$ cat src/rtl/ons_pkg.sv
// Package for octave_noise_sum: payload structs, register indexes,
// hash constants and pipeline sizing. No dependencies.
`default_nettype none

package ons_pkg;

	localparam int MAX_OCTAVES = 8;
	localparam int OCT_W       = (MAX_OCTAVES > 1) ? $clog2(MAX_OCTAVES) : 1;
	localparam int CNT_W       = $clog2(MAX_OCTAVES + 1);
	localparam int SUM_LEVELS  = $clog2(MAX_OCTAVES + 1);
	localparam int SUM_LEAVES  = 2 ** SUM_LEVELS;
	localparam int TERM_W      = 34;
	localparam int ACC_W       = TERM_W + SUM_LEVELS;

	localparam int CFG_IDX_W = 4;
	localparam logic [CFG_IDX_W-1:0] REG_SCALE_X     = 4'd0;
	localparam logic [CFG_IDX_W-1:0] REG_SCALE_Y     = 4'd1;
	localparam logic [CFG_IDX_W-1:0] REG_OFFSET_X    = 4'd2;
	localparam logic [CFG_IDX_W-1:0] REG_OFFSET_Y    = 4'd3;
	localparam logic [CFG_IDX_W-1:0] REG_BASE_HEIGHT = 4'd4;
	localparam logic [CFG_IDX_W-1:0] REG_FIRST_AMP   = 4'd5;
	localparam logic [CFG_IDX_W-1:0] REG_PERSISTENCE = 4'd6;
	localparam logic [CFG_IDX_W-1:0] REG_OCTAVES     = 4'd7;

	localparam logic [16:0] PERS_ONE = 17'd65536;

	localparam logic [31:0] HASH_MUL_Y = 32'd57;
	localparam int          HASH_SHIFT = 13;
	localparam logic [31:0] HASH_C1    = 32'd15731;
	localparam logic [31:0] HASH_C2    = 32'd789221;
	localparam logic [31:0] HASH_C3    = 32'd1376312589;
	localparam logic [31:0] NOISE_ONE  = 32'h4000_0000;

	localparam logic [31:0] HEIGHT_MAX = 32'h7fff_ffff;
	localparam logic [31:0] HEIGHT_MIN = 32'h8000_0000;

	typedef logic signed [31:0] amp_t;
	typedef amp_t [MAX_OCTAVES-1:0] amp_vec_t;

	typedef struct packed {
		logic signed [31:0] pos_x;
		logic signed [31:0] pos_y;
	} sample_t;

	typedef struct packed {
		logic signed [31:0] height;
		logic               clipped;
	} result_t;

endpackage

`default_nettype wire

$ cat src/rtl/ons_hash.sv
// Five-stage integer hash lane: octave lattice point to Q2.30 noise.
// Depends on ons_pkg.
`default_nettype none

module ons_hash (
	input  wire logic               clk,
	input  wire logic        [31:0] ix,
	input  wire logic        [31:0] iy,
	output logic signed      [31:0] noise
);
	import ons_pkg::*;

	logic [31:0] n;
	logic [31:0] m_s4, m_s5, m_s6;
	logic [31:0] mm_s5;
	logic [31:0] t_s6;
	logic [31:0] u_s7;
	logic [31:0] v;
	logic signed [31:0] noise_s8;

	assign n = ix + iy * HASH_MUL_Y;
	assign v = (u_s7 + HASH_C3) & 32'h7fff_ffff;

	always_ff @(posedge clk) begin
		m_s4     <= (n << HASH_SHIFT) ^ n;
		mm_s5    <= m_s4 * m_s4;
		m_s5     <= m_s4;
		t_s6     <= mm_s5 * HASH_C1 + HASH_C2;
		m_s6     <= m_s5;
		u_s7     <= m_s6 * t_s6;
		noise_s8 <= $signed(NOISE_ONE - v);
	end

	assign noise = noise_s8;

endmodule

`default_nettype wire

$ cat config.mk
export PLATFORM = sky130hd
export DESIGN_NAME = ons_hash
export DESIGN_NICKNAME = d
export VERILOG_FILES = /design/src/rtl/ons_pkg.sv /design/src/rtl/ons_hash.sv
export SDC_FILE = /design/constraint.sdc
export NUM_CORES = 2
export LEC_CHECK = 0
export BUFFER_PORTS_ARGS = -buffer_cell sky130_fd_sc_hd__buf_2
export CAP_MARGIN = 5
export CORE_MARGIN = 4
export CORE_UTILIZATION = 65
export CTS_CLUSTER_DIAMETER = 60
export DETAILED_ROUTE_END_ITERATION = 6
export GPL_TIMING_DRIVEN = 0
export PLACE_DENSITY = 0.82
export SYNTH_ARGS = -nofsm -noshare
export SYNTH_HDL_FRONTEND = slang
export SYNTH_SLANG_ARGS = --single-unit
$ cat constraint.sdc
create_clock -name clk -period 9.1 [get_ports clk]
set_input_delay 1.82 -clock clk [delete_from_list [all_inputs] [get_ports clk]]
set_output_delay 1.82 -clock clk [all_outputs]
set_load 0.03 [all_outputs]
---- After elaboration in Yosys (flattened, before gate mapping) ----
Index checks and enable logic that the tools add are counted.
storage, ports and cells
  output and inout bits ................... 32
  logic and storage cells ................. 16
  input bits .............................. 65
  register bits after elaboration ......... 223
operators by class
  bitwise operators ....................... 1
  multipliers ............................. 4
  add/subtract/negate cells ............... 4
operators by type and width
  cell                                                                    count
  32-bit by 20-bit adder with 32-bit output (second input constant)       1
  32-bit adder                                                            1
  32-bit by 14-bit multiplier with 32-bit output (second input constant)  1
  32-bit by 32-bit multiplier with 31-bit output                          1
  32-bit by 32-bit multiplier with 32-bit output                          1
  32-bit by 6-bit multiplier with 32-bit output (second input constant)   1
  31-bit by 31-bit subtractor with 32-bit output (first input constant)   1
  32-bit bitwise XOR                                                      1
  31-bit adder (second input constant)                                    1

---- Longest topological paths before layout ----
  depth after elaboration ................. 3
  gate-level depth with buffers ........... 29
  depth with buffers taken out ............ 27

---- Worst setup path before layout ----
Ideal clock, no wire load.
  path kind ............................... reg-to-reg
  start point ............................. reg m_s4[11]
  end point ............................... reg mm_s5[29]
  buffers on the path ..................... 2
  period minus slack after synthesis ...... 7.223 ns
  library setup time ...................... 0.118 ns
  arrival ................................. 7.105 ns
  setup slack ............................. 1.877 ns
  stages on the path, launching flop included .. 26
  data required time ...................... 8.982 ns
  cells stage by stage .................... dfxtp_1 > clkbuf_1 > clkbuf_1 > nand2_1 > fa_1 > inv_1 > fa_1 > fa_1 > inv_1 > fa_1 > inv_1 > fa_1 > inv_1 > fa_1 > inv_1 > fa_1 > fa_1 > ha_1 > and3_1 > a221oi_1 > o2111ai_1 > a31oi_1 > nor2b_1 > o21a_1 > o41a_1 > xor2_1
on the way
  longest elaborated chain between the ends .. 1
RTL lines
  what                                            RTL line        source
  from (decl)                                     ons_hash.sv:14  logic [31:0] m_s4, m_s5, m_s6;
  from (signal assigned)                          ons_hash.sv:25  m_s4 <= (n << HASH_SHIFT) ^ n;
  32-bit by 32-bit multiplier with 32-bit output  ons_hash.sv:26  mm_s5 <= m_s4 * m_s4;
  to (signal assigned)                            ons_hash.sv:26
  to (decl)                                       ons_hash.sv:15  logic [31:0] mm_s5;
No other way between the ends.

---- Worst setup path after layout ----
  start point ............................. reg m_s4[3]
  end point ............................... reg mm_s5[30]
The elaborated chain is that of the path after synthesis.

==> qor.yml <==
run_status:
  status: "complete, no violations"
detailed_routing:
  drt-pass1-iter-count: 7
  vias: 30113
  drtAntennaViolNets: 0
  drt-vias-per-instance: 5.54
  drc_errors: 0
  wl_per_cell_um: 19.6
  drtIter0Drc: 1901
  finalWirelength_um: 107000
cts:
  cts_tree: "built"
  post-cts-setup-buffers: 0
  numClockSinks: 215
  clock_latency_ns: 0.59
  cts_root_buffer: "clkbuf_16"
  htree_levels: 1
  numCtsBuffers: 28
  clkTransAtPathRegs_ns: 0.07
  ctsHoldBuffers: 0
  max-clock-path-buffers: 3
floorplan:
  die_h_um: 266
  start_util_pct: 65.6
  coreArea_mm2: 0.0657
  io_pins: 97
  fp.dieArea_mm2: 0.0705
  num_rows: 94
  fp.dieW_um: 266
place:
  gp_congestion: 0.978
  dp_hpwl_um: 90100
  port_buffers: 94
sta:
  fin_skew_ns: 0.0139
  worstMarginPinSlew_ns: 1.04
  tns_ns: 0
  report.final.slew_viol_count: 0
  hold_viol: 0
  post-route-period-util_pct: 97.7
  slew_headroom_pct: 30.2
  finalCriticalPeriod_ns: 8.89
  timing.hold.ws_ns: 0.318
  max_freq_mhz: 113
  setup_violations: 0
synth:
  ys_ff_latch: 215
  synth_area_leaders: "fa_1 (43%), ha_1 (13%), dfxtp_1 (10%)"
  synth_cells: 4423
  seq_area_frac_synth_pct: 9.98
  syn_area_per_cell_um2: 9.75
  ys.flop_type: "dfxtp_1"
  yosysTopAreaCell: "fa_1"
  synth_top_area_share_pct: 43.1
  ys_async_sr_fraction_pct: 0
  synth_area_mm2: 0.0431
  synth_edf_count: 0
  ys_types: 81
  yosys_warnings: 0
global_routing:
  use_met2_pct: 56.5
  antenna_found_initial: 4
  grt.busiest_layer: "met2"
  grt-ovfl-total: 0
  met1_usage_pct: 36.9
  grt_pass1_vias: 33837
  grt_max_degree: 16
  grt_first_pass_wirelength_um: 175000
  grt_use_total_pct: 31.6
  met3_usage_pct: 4.80
final_layout:
  fill_cells: 4896
  fin_nets: 5998
  drive_above_1_share_pct: 4.09
  mostFrequentLayoutCell: "inv_1"
  syn2layout_area_growth_pct: 6.12
  mostFrequentLayoutCells: "inv_1 (1076), fa_1 (928), ha_1 (456)"
run:
  cap_violations: 0
worst_setup_path:
  cp_data_required_time_ns: 9.55
  cp_cell_sequence: "clkbuf_1, clkbuf_1, and2_1, fa_1, fa_1, inv_1, fa_1, fa_1, inv_1, fa_1, fa_1, fa_1, fa_1, ha_1, nand2_1, a21oi_1, nand3_1, o21ai_0, o41ai_2, o2111ai_1, a21oi_1, o31ai_1, a21oi_1, xnor2_1"
  critical-path-slowest-cell: "clkbuf_1"
  crit_path_frequent_cell: "fa_1"
  startpoint_type: "flip-flop"
  timing.setup.critical_path_class: "reg -> reg"
  cp-end-kind: "flip-flop"
  path_max_fanout: 10
  crit_arrival_ns: 9.34
  max_stage_delay_ns: 0.71
min_path:
  hold_class: "reg -> reg"
## flip-flops by register name, indices dropped and copies added, names as in the netlist
register	flops
m_s6	31
u_s7	31
noise	32
mm_s5	30
t_s6	30
m_s5	30
m_s4	31
## per-stage QoR
stage                     area [um2]  worst slack (ns)  util (%)  std cells
after floorplan                43100              1.88         -       4425
after global placement         44700             0.282      68.0       5383
after CTS                      45800             0.216      69.6       5434
final                          45800             0.213      69.6       5436
after global routing           45800          -0.00624      69.6       5434
after detailed placement       44700             0.221      68.0       5383
## final cells by class
type                    instances  area [um2]  area share (%)
multi-input cells            3007       34300            75.0
flip-flops and latches        215        4300            9.40
inverters                    1077        4040            8.83
well taps                     864        1080            2.36
clock buffers                  32         736            1.61
plain buffers                 126         490            1.07
repair buffers                 94         470            1.03
clock inverters                19         328           0.716
diodes                          2        5.00          0.0109
## cells in the mapped netlist, types with 10 or more instances
| cell type | n |
|---|---|
| o21ai_0 | 61 |
| dfxtp_1 | 215 |
| o211ai_1 | 10 |
| nand3_1 | 21 |
| nor3_1 | 21 |
| xnor2_1 | 225 |
| clkbuf_1 | 121 |
| nor2b_1 | 16 |
| o21bai_1 | 14 |
| inv_1 | 1076 |
| nand2b_1 | 18 |
| a211oi_1 | 17 |
| ha_1 | 456 |
| xor2_1 | 58 |
| a21o_1 | 46 |
| or3_1 | 12 |
| a21oi_1 | 94 |
| nor2_1 | 87 |
| and2_1 | 444 |
| o21a_1 | 26 |
| fa_1 | 928 |
| nand4_1 | 10 |
| a31oi_1 | 13 |
| nand2_1 | 313 |
| and3_1 | 11 |
## timing repair
| item | CTS | global route |
|---|---|---|
| setup endpoints to repair | 0 | 2 |
| gates resized for setup | 0 | 9 |
| endpoints found under the hold margin | 0 | 0 |
## worst max-delay path, delay by kind of cell, from the launching register on
kind / cells / cell delay (ns)
fa+ha+maj: 9 / 4.36
compound gates: 7 / 1.78
buf+inv: 4 / 1.31
simple gates: 3 / 0.48
flops: 1 / 0.44
xor+xnor: 1 / 0.35
## path summary, 6_finish.rpt
path	startpoint	end	slack, ns	cells past startpoint
worst max-delay path	m_s4[3]	mm_s5[30]	0.21	24
worst min-delay path	m_s5[13]	m_s6[13]	0.32	0
worst max register to register	m_s4[3]	mm_s5[30]	0.21	24
worst min register to register	m_s5[13]	m_s6[13]	0.32	0
## logic make-up after synthesis
family / synth area share (%)
xor+xnor: 5.82
buf+inv: 10.5
other cells: 0.0174
simple gates: 12.0
compound gates: 5.22
mux: 0.165
fa+ha+maj: 56.3
flops: 9.98
## per-layer routing
layer | routed length, um | part of all wire (%)
met5 | 30 | 0.028
met4 | 7140 | 6.7
met2 | 53800 | 50
met3 | 7480 | 7.0
met1 | 38100 | 36
Power is left out: the tool's default activity adds up to more than one toggle a clock period on the data nets, which glitch-free logic cannot reach.
