[src/rtl/ons_pkg.sv]
// Package for octave_noise_sum: payload structs, register indexes,
// hash constants and pipeline sizing. No dependencies.
`default_nettype none

package ons_pkg;

	localparam int MAX_OCTAVES = 8;
	localparam int OCT_W       = (MAX_OCTAVES > 1) ? $clog2(MAX_OCTAVES) : 1;
	localparam int CNT_W       = $clog2(MAX_OCTAVES + 1);
	localparam int SUM_LEVELS  = $clog2(MAX_OCTAVES + 1);
	localparam int SUM_LEAVES  = 2 ** SUM_LEVELS;
	localparam int TERM_W      = 34;
	localparam int ACC_W       = TERM_W + SUM_LEVELS;

	localparam int CFG_IDX_W = 4;
	localparam logic [CFG_IDX_W-1:0] REG_SCALE_X     = 4'd0;
	localparam logic [CFG_IDX_W-1:0] REG_SCALE_Y     = 4'd1;
	localparam logic [CFG_IDX_W-1:0] REG_OFFSET_X    = 4'd2;
	localparam logic [CFG_IDX_W-1:0] REG_OFFSET_Y    = 4'd3;
	localparam logic [CFG_IDX_W-1:0] REG_BASE_HEIGHT = 4'd4;
	localparam logic [CFG_IDX_W-1:0] REG_FIRST_AMP   = 4'd5;
	localparam logic [CFG_IDX_W-1:0] REG_PERSISTENCE = 4'd6;
	localparam logic [CFG_IDX_W-1:0] REG_OCTAVES     = 4'd7;

	localparam logic [16:0] PERS_ONE = 17'd65536;

	localparam logic [31:0] HASH_MUL_Y = 32'd57;
	localparam int          HASH_SHIFT = 13;
	localparam logic [31:0] HASH_C1    = 32'd15731;
	localparam logic [31:0] HASH_C2    = 32'd789221;
	localparam logic [31:0] HASH_C3    = 32'd1376312589;
	localparam logic [31:0] NOISE_ONE  = 32'h4000_0000;

	localparam logic [31:0] HEIGHT_MAX = 32'h7fff_ffff;
	localparam logic [31:0] HEIGHT_MIN = 32'h8000_0000;

	typedef logic signed [31:0] amp_t;
	typedef amp_t [MAX_OCTAVES-1:0] amp_vec_t;

	typedef struct packed {
		logic signed [31:0] pos_x;
		logic signed [31:0] pos_y;
	} sample_t;

	typedef struct packed {
		logic signed [31:0] height;
		logic               clipped;
	} result_t;

endpackage

`default_nettype wire

[src/rtl/ons_amp_table.sv]
// Per-octave amplitude table, rebuilt one octave per cycle after reset
// and after each register write. Depends on ons_pkg.
`default_nettype none

module ons_amp_table (
	input  wire logic                  clk,
	input  wire logic                  arst_n,
	input  wire logic                  restart,
	input  wire logic signed [31:0]    first_amplitude,
	input  wire logic        [16:0]    persistence,
	output ons_pkg::amp_vec_t          amp,
	output logic                       busy
);
	import ons_pkg::*;

	logic [CNT_W-1:0] cnt_q;
	logic signed [31:0] cur_q;
	amp_vec_t amp_q;
	logic [16:0] pers_c;
	logic signed [49:0] prod;
	logic signed [31:0] next_amp;

	assign busy     = cnt_q != CNT_W'(MAX_OCTAVES);
	assign pers_c   = (persistence > PERS_ONE) ? PERS_ONE : persistence;
	assign prod     = cur_q * $signed({1'b0, pers_c});
	assign next_amp = (cnt_q == '0) ? first_amplitude : prod[47:16];

	always_ff @(posedge clk or negedge arst_n) begin
		if (!arst_n) begin
			cnt_q <= '0;
		end else if (restart) begin
			cnt_q <= '0;
		end else if (busy) begin
			cnt_q <= cnt_q + 1'b1;
		end
	end

	always_ff @(posedge clk) begin
		if (busy && !restart) begin
			amp_q[cnt_q[OCT_W-1:0]] <= next_amp;
			cur_q                   <= next_amp;
		end
	end

	assign amp = amp_q;

endmodule

`default_nettype wire

[config.mk]
export PLATFORM = sky130hd
export DESIGN_NAME = ons_amp_table
export DESIGN_NICKNAME = d
export VERILOG_FILES = /design/src/rtl/ons_pkg.sv /design/src/rtl/ons_amp_table.sv
export SDC_FILE = /design/constraint.sdc
export NUM_CORES = 1
export LEC_CHECK = 0
export BUFFER_PORTS_ARGS = -buffer_cell sky130_fd_sc_hd__buf_4
export CAP_MARGIN = 10
export CORE_ASPECT_RATIO = 1.75
export CORE_MARGIN = 1.5
export CORE_UTILIZATION = 30
export CTS_BUF_LIST = sky130_fd_sc_hd__clkbuf_4 sky130_fd_sc_hd__clkbuf_8
export DETAILED_ROUTE_END_ITERATION = 7
export GPL_ROUTABILITY_DRIVEN = 0
export RECOVER_POWER = 25
export SYNTH_ARGS = -nofsm -noshare
export SYNTH_HDL_FRONTEND = slang
export SYNTH_SLANG_ARGS = --single-unit
[constraint.sdc]
create_clock -name clk -period 9.14 [get_ports clk]
set_input_delay 1.371 -clock clk [delete_from_list [all_inputs] [get_ports clk]]
set_output_delay 1.371 -clock clk [all_outputs]
set_load 0.05 [all_outputs]
# == Word-level counts from Yosys, hierarchy flattened ==
# Cells that the tools add are included.
# totals
register_bits,292
inputBits,52
out_inout_bits,257
wordCells,28
# classes
n_addsub,1
multipliers,1
order_cmp,3
eq_ne,1
mux,7
reduce_logical,5
# op_table
cell,n
256-bit bitwise mux,1
32-bit demux with 3-bit select,1
32-bit 2-to-1 mux,2
32-bit by 18-bit multiplier with 48-bit output,1
"17-bit greater-than comparator, second input constant",1
17-bit 2-to-1 mux,1
4-bit 2-to-1 mux,2
"4-bit by 1-bit adder with 4-bit output, second input constant",1
4-bit zero test,1
"3-bit by 4-bit less-than comparator with 1-bit output, second input constant",1
"4-bit inequality test, second input constant",1
"3-bit by 1-bit greater-or-equal comparator with 1-bit output, second input constant",1
1-bit logical AND,2
2-bit nonzero test,1
1-bit zero test,1

# == Depth between registers and ports, before layout ==
# Gate-level depths: netlist (run 1).
# logic_depth
ltp_word,5
mapped_depth,27

# == Worst setup path after synthesis (run 1) ==
# Ideal clock, no wire load.
# synth_path
kind,input -> register
start,in persistence[0]
end,"reg amp_q, in the netlist amp[125] (data pin)"
arrival_time_ps,8107
t_required_ps,8854
slack_ps,748
cell_stages,27
n_path_buf,2
path_cell_list,nor4_1 -> a41oi_1 -> nor2b_1 -> clkbuf_1 -> nand2_1 -> fa_1 -> inv_1 -> fa_1 -> inv_1 -> fa_1 -> inv_1 -> fa_1 -> fa_1 -> inv_1 -> fa_1 -> inv_1 -> ha_1 -> buf_2 -> a211oi_1 -> o21ai_0 -> nand3b_1 -> nand3_1 -> o211a_1 -> o311ai_2 -> a21boi_1 -> o21a_1 -> o31ai_1
# synth_between
elab_chain_len,5
# synth_lines
element,line_no,text
start: declaration,ons_amp_table.sv:10,"input wire logic [16:0] persistence,"
17-bit greater-than comparator,ons_amp_table.sv:24,assign pers_c = (persistence > PERS_ONE) ? PERS_ONE : persistence;
17-bit 2-to-1 mux *,ons_amp_table.sv:24,
32-bit by 18-bit multiplier with 48-bit output *,ons_amp_table.sv:25,"assign prod = cur_q * $signed({1'b0, pers_c});"
32-bit 2-to-1 mux *,ons_amp_table.sv:26,assign next_amp = (cnt_q == '0) ? first_amplitude : prod[47:16];
via next_amp[29],ons_amp_table.sv:21,logic signed [31:0] next_amp;
256-bit bitwise mux *,ons_amp_table.sv:40,amp_q[cnt_q[OCT_W-1:0]] <= next_amp;
end signal: indexed assignment,ons_amp_table.sv:40,
end: declaration,ons_amp_table.sv:18,amp_vec_t amp_q;
# The timed path passes the listed nets; every way through them passes the cells marked *.
# A chain may end at the register's enable or synchronous reset.

# == Worst setup path after layout (run 1) ==
# layout_path
start,in persistence[10]
end,"reg amp_q, in the netlist amp[95] (data pin)"
# Same word-level chain as after synthesis.

==> out/results.md, run 1 <==
| Parameter | Value |
|:---|:---|
| Synth area leaders | sky130_fd_sc_hd__fa_1, sky130_fd_sc_hd__edfxtp_1, sky130_fd_sc_hd__inv_1 |
| Crit path launch type | input pin |
| Worst slew margin relative to its limit | -1.15 |
| Relative area change from synthesis to final layout | 18.4% |
| Core Rows | 147 |
| Arrival time of data at the critical path endpoint | 9000 ps |
| RSZ-0062 raised after global routing | false |
| Worst min path class | in2async |
| Detailed-router iteration count before antenna repair | 6 |
| Clock root buffer | sky130_fd_sc_hd__clkbuf_8 |
| Clock sinks | 292 |
| Least-Margin Pin Slew | 3210 ps |
| Maximum clock rate | 114 MHz |
| EDFF count, synth | 288 |
| Clock period minus final worst setup slack | 8760 ps |
| Number of DRC markers in iteration 0 | 770 |
| Avg Inst Size Synth | 11.3 µm² |
| Area of the die | 94700 µm² |
| Result of the run | finished, violations left |
| Routed wire length | 78400 µm |
| Horizontal extent of the die | 233 µm |
| Post-synthesis cell count | 2471 |
| Kind of critical path | in2reg |
| Post-route ant nets | 0 |
| Total CTS buffers | 34 |
| Ys flop type | sky130_fd_sc_hd__edfxtp_1 |
| Worst path most repeated cell | sky130_fd_sc_hd__fa_1 |
| Initial antenna violation count | 3 |
| Wire length of the first global-routing pass | 123000 µm |
| Final Skew | 30.1 ps |
| Cell with the most instances after synthesis | sky130_fd_sc_hd__inv_1 |
| Synthesized area | 27800 µm² |
| Max-capacitance violation count | 5 |
| Global Route Usage Sum | 0.172 |
| Sequential cell area fraction in the yosys report | 0.314 |
| Violations in the final reports | capacitance limit, slew limit |
| Clock slew at the register clock pins of the worst setup and hold paths | 80 ps |
| I/O pin cnt | 309 |
| Fraction of layout cells with a size suffix above 1 | 0.158 |
| Max FO, Critical Path | 10 |
| Sum of overflow across all layers after global routing | 0 |
| Clock buffer depth | 3 |
| Ratio of final minimum period to clock period | 0.958 |
| Utilization of the core after routing | 0.359 |
| Required @ worst endpoint | 9390 ps |
| Count of hold buffers inserted by post-cts repair | 0 |
| Post-cts sizing count | 0 |
| Estimated wirelength of the detail-placed design | 63800 µm |
| Area share of the leading cell type in the synthesized netlist | 0.365 |
| Async S/R FF share, synth | 0.0137 |
| Most numerous cell types in the synthesized netlist | sky130_fd_sc_hd__inv_1, sky130_fd_sc_hd__fa_1, sky130_fd_sc_hd__and2_1 |
| Clk Latency, worst-skew pair | 560 ps |
| Number of buffers added for setup after CTS | 0 |
| CP max-delay cell | sky130_fd_sc_hd__fa_1 |
| Post-synthesis register bit count | 292 |
| Syn_nets | 3142 |
| Distinct cell type count after synthesis | 56 |
| TritonCTS clock tree | built |
| DR WL/cell | 19.3 µm |
| Endpoints failing setup | 0 |
| Nature of the critical path endpoint | flop |
| Via density per instance | 4.57 |
| Effective utilization at floorplan | 0.303 |
| Htree depth | 2 |
| Die height | 406 µm |
| Number of max-slew violations in the final report | 165 |
| Synth area leader | sky130_fd_sc_hd__fa_1 |
| Number of vias after detailed routing | 18.5k |
| Number of DRC violations after detailed routing | 0 |
| Endpoints failing hold | 0 |
| Setup ws final | 384 ps |
| Core Region | 91800 µm² |
| Vias in the first global route | 21.3k |
| Largest incremental delay on the critical path | 590 ps |
| Largest net degree at the start of global routing | 49 |
| Number of input and output port buffers inserted | 308 |
| Worst-case setup slack after placement | -388 ps |
| Final net count | 3508 |
| Yosys warning count | 0 |
[worst max-delay path: cells and delay by family]
kind / cells / cell delay (ps)
buf+inv: 9 / 1220
fa+ha+maj: 7 / 3300
compound gates: 8 / 2050
simple gates: 4 / 930
xor+xnor: 1 / 90
[registers in the layout, summed over array words and instances, names as in the netlist]
name   count
amp      256
cnt_q      4
cur_q     32
[metal layers]
metal	wire length [µm]	vias up	track usage	part of all wire
li1	-	8149	-	-
met1	28600	9726	0.186	0.37
met2	42500	533	0.326	0.54
met3	4600	133	0.0329	0.059
met4	2690	0	0.0608	0.034
met5	0	-	0	0
[through the flow]
| step | instances | hold WS [ps] | area [µm²] | TNS, ps |
|---|---|---|---|---|
| 6_report | 4057 | 637 | 32900 | 0 |
| 5_1_grt | 4056 | 630 | 32900 | 0 |
| 4_1_cts | 4055 | 555 | 33200 | 0 |
| 3_5_place_dp | 3993 | 629 | 32500 | -21780 |
| 3_3_place_gp | 3993 | 632 | 32500 | -19210 |
| 2_1_floorplan | 2471 | 552 | 27800 | 0 |
[kinds of logic (layout without fill, tap and decap cells)]
kind of cell / Yosys count / after routing / synth area share
AO/OA/AOI/OAI: 139 / 139 / 0.0334
XOR/XNOR: 45 / 45 / 0.0142
adder cells (fa/ha/maj): 619 / 619 / 0.415
buffers and inverters: 688 / 1080 / 0.0929
flip-flops: 292 / 292 / 0.314
other: 0 / 2 / 0
AND/OR/NAND/NOR: 688 / 688 / 0.130
[cell type report]
| class | count | area [µm²] |
|---|---|---|
| sequential | 292 | 8750 |
| fill | 9117 | 58800 |
| inverter | 592 | 2220 |
| clock inverter | 20 | 179 |
| tap | 1192 | 1490 |
| multi-input combinational | 1491 | 16600 |
| timing repair buffer | 426 | 3150 |
| antenna | 2 | 5.00 |
| clock buffer | 42 | 534 |
[layout by cell type (no fill, tap or decap), drive strengths merged, types with 6 or more instances in the layout]
cell / count
inv: 593
fa: 507
buf: 356
and2: 353
edfxtp: 288
nand2: 219
ha: 112
clkbuf: 112
nor2: 55
a21oi: 46
xnor2: 31
a21o: 24
o21ai: 24
nor2b: 18
clkinv: 15
xor2: 14
a211oi: 8
nand3: 7
nor3: 7
and3: 6
o21a: 6
[path summary, 6_finish.rpt]
path / from / end / slack, ps / depth (start not counted)
worst max-delay path: persistence[10] / amp[95] / 380 / 29
worst min-delay path: arst_n / cnt_q[2] / 640 / 1
worst max register to register: cur_q[14] / amp[95] / 1480 / 25
worst min register to register: cnt_q[3] / cnt_q[3] / 650 / 2
max in group asynchronous: arst_n / cnt_q[0] / 8300 / 1
min in group clk: cnt_q[3] / cnt_q[3] / 650 / 2
Power of run 1 is not shown: default switching activity piles up to over one toggle a cycle in this logic, so the estimate is an artifact.
==> run 2: changes to the inputs <==
--- a/config.mk
+++ b/config.mk
@@ -9,7 +9,7 @@
 export CAP_MARGIN = 10
 export CORE_ASPECT_RATIO = 1.75
 export CORE_MARGIN = 1.5
-export CORE_UTILIZATION = 30
+export CORE_UTILIZATION = 26
 export CTS_BUF_LIST = sky130_fd_sc_hd__clkbuf_4 sky130_fd_sc_hd__clkbuf_8
 export DETAILED_ROUTE_END_ITERATION = 7
 export GPL_ROUTABILITY_DRIVEN = 0
==> run 2 against run 1 <==
  * Core utilization fell by 4.5 points
  * Register-to-register slack barely moved
  * Clock skew barely moved
  * Die area rose by 15%
  * The run still ends with capacitance limit, slew limit left
  * Highest routed layer unchanged
  * Design area rose by 1.1%
==> out/results.md, run 2 (same netlist as run 1, synthesis figures left out) <==
| Parameter | Value | Delta |
|:---|:---|:---|
| Worst path most repeated cell | sky130_fd_sc_hd__fa_1 | unchanged |
| Post-route worst hold slack | 611 ps | was 637 ps |
| Number of max-slew violations in the final report | 165 | unchanged |
| Clock root buffer | sky130_fd_sc_hd__clkbuf_8 | unchanged |
| Result of the run | finished, violations left | unchanged |
| Worst reg-to-reg setup slack | 1490 ps | was 1480 ps |
| Vias in the first global route | 21.0k | was 21.3k |
| Clock slew at the register clock pins of the worst setup and hold paths | 80 ps | about the same |
| Final Skew | 30.4 ps | was 30.1 ps |
| Highest-count cells in the layout ignoring fill and taps | sky130_fd_sc_hd__inv_1, sky130_fd_sc_hd__fa_1, sky130_fd_sc_hd__and2_1 | unchanged |
| Endpoints failing hold | 0 | unchanged |
| Ratio of final minimum period to clock period | 0.944 | was 0.958 |
| I/O pin cnt | 309 | unchanged |
| Max-capacitance violation count | 5 | unchanged |
| CP max-delay cell | sky130_fd_sc_hd__a2111oi_2 | was sky130_fd_sc_hd__fa_1 |
| Clock period minus final worst setup slack | 8630 ps | was 8760 ps |
| Worst-case setup slack after placement | -333 ps | was -388 ps |
| DR WL/cell | 18.5 µm | was 19.3 µm |
| Least-Margin Pin Slew | 3130 ps | was 3210 ps |
| Sum of overflow across all layers after global routing | 0 | unchanged |
| Flip-flop count of the largest register after layout | 256 | unchanged |
| Total CTS buffers | 38 | was 34 |
| Violations in the final reports | capacitance limit, slew limit | unchanged |
| Number of DRC violations after detailed routing | 0 | unchanged |
| Post-route ant nets | 0 | unchanged |
| Clk Latency, worst-skew pair | 590 ps | was 560 ps |
| Number of input and output port buffers inserted | 308 | unchanged |
| Number of vias after detailed routing | 18.4k | was 18.5k |
| Clock buffer depth | 3 | unchanged |
| Final non-filler cell area | 33300 µm² | was 32900 µm² |
| Global Route Usage Sum | 0.147 | was 0.172 |
| Relative area change from synthesis to final layout | 19.7% | was 18.4% |
| Post-cts sizing count | 0 | unchanged |
| Number of buffers added for setup after CTS | 0 | unchanged |
| Core Rows | 158 | was 147 |
| Largest incremental delay on the critical path | 700 ps | was 590 ps |
| Arrival time of data at the critical path endpoint | 8900 ps | was 9000 ps |
| Nature of the critical path endpoint | flop | unchanged |
| Placed inst area | 32600 µm² | was 32500 µm² |
| Horizontal extent of the die | 250 µm | was 233 µm |
| Setup ws final | 509 ps | was 384 ps |
| Worst min path class | in2async | unchanged |
| Most frequent standard cell in the layout excluding fill and tap cells | sky130_fd_sc_hd__inv_1 | unchanged |
| Via density per instance | 4.37 | was 4.57 |
| Htree depth | 2 | unchanged |
| Fraction of layout cells with a size suffix above 1 | 0.164 | was 0.158 |
| Effective utilization at floorplan | 0.263 | was 0.303 |
| RSZ-0062 raised after global routing | false | unchanged |
| Worst reg2reg path depth | 23 | was 25 |
| Routed wire length | 78200 µm | was 78400 µm |
| Count of hold buffers inserted by post-cts repair | 0 | unchanged |
| Core Region | 106000 µm² | was 91800 µm² |
| Wire length of the first global-routing pass | 122000 µm | was 123000 µm |
| Area of the die | 109000 µm² | was 94700 µm² |
| Clock sinks | 292 | unchanged |
| Required @ worst endpoint | 9410 ps | was 9390 ps |
| Final net count | 3497 | was 3508 |
| Crit path launch type | input pin | unchanged |
| Number of DRC markers in iteration 0 | 837 | was 770 |
| Detailed-router iteration count before antenna repair | 5 | was 6 |
| Kind of critical path | in2reg | unchanged |
| Critical register-to-register path endpoint | amp[183] | was amp[95] |
| Startpoint of the most critical register-to-register path | cur_q[10] | was cur_q[14] |
| Maximum clock rate | 116 MHz | was 114 MHz |
| Endpoints failing setup | 0 | unchanged |
| Initial antenna violation count | 6 | was 3 |
| TritonCTS clock tree | built | unchanged |
| Die height | 436 µm | was 406 µm |
| Largest net degree at the start of global routing | 35 | was 49 |
| Estimated wirelength of the detail-placed design | 61300 µm | was 63800 µm |
| Worst slew margin relative to its limit | -1.10 | was -1.15 |
| Max FO, Critical Path | 24 | was 10 |
-- run 2: cell types whose count changed in the layout (fill, tap and decap cells not counted), sizes merged --
cell,before,now
bufinv,3,8
clkbuf,112,90
clkinvlp,1,3
diode,2,3
buf,356,363
-- run 2: critical path, delay by kind of cell --
kind / cells / cell delay, ps
adders and majority gates: 7 / 3100
AOI/OAI and AO/OA: 8 / 2280
buffers and inverters: 9 / 1160
and+or+nand+nor: 4 / 840
xor gates and xnor gates: 1 / 130
-- run 2: final cells by class --
| cell class | count | area (µm²) |
|---|---|---|
| Multi-Input combinational cell | 1491 | 16600 |
| Antenna cell | 3 | 7.51 |
| Timing Repair Buffer | 411 | 3120 |
| Inverter | 592 | 2220 |
| Tap cell | 1360 | 1700 |
| Clock buffer | 42 | 553 |
| Clock inverter | 27 | 349 |
| Sequential cell | 292 | 8750 |
| Fill cell | 10903 | 72600 |
-- run 2: how the worst max path moves through the flow --
stage,to,cells after the start,start,slack [ps]
finish,amp[183],29,persistence[10],510
global route,amp[89],27,persistence[4],70
CTS,amp[94],29,persistence[10],290
detailed placement,amp[61],27,persistence[10],-330
global placement,amp[31],29,persistence[10],-240
floorplan,amp[125],27,persistence[0],750
-- run 2: per-stage QoR --
| stage | instances | util | setup TNS (ps) |
|---|---|---|---|
| floorplan | 2471 | - | 0 |
| CTS | 4215 | 0.316 | 0 |
| global placement | 4146 | 0.307 | -9520 |
| detailed placement | 4146 | 0.307 | -16910 |
| global route | 4218 | 0.314 | 0 |
| finish | 4218 | 0.314 | 0 |
-- run 2: routing by layer --
| layer | vias up | wire (µm) | GRT usage |
|---|---|---|---|
| li1 | 8126 | - | - |
| met1 | 9632 | 29100 | 0.161 |
| met2 | 532 | 42100 | 0.277 |
| met3 | 153 | 4370 | 0.0271 |
| met4 | 0 | 2630 | 0.0550 |
| met5 | - | 0 | 0 |
Power of run 2 is left out for the same reason.
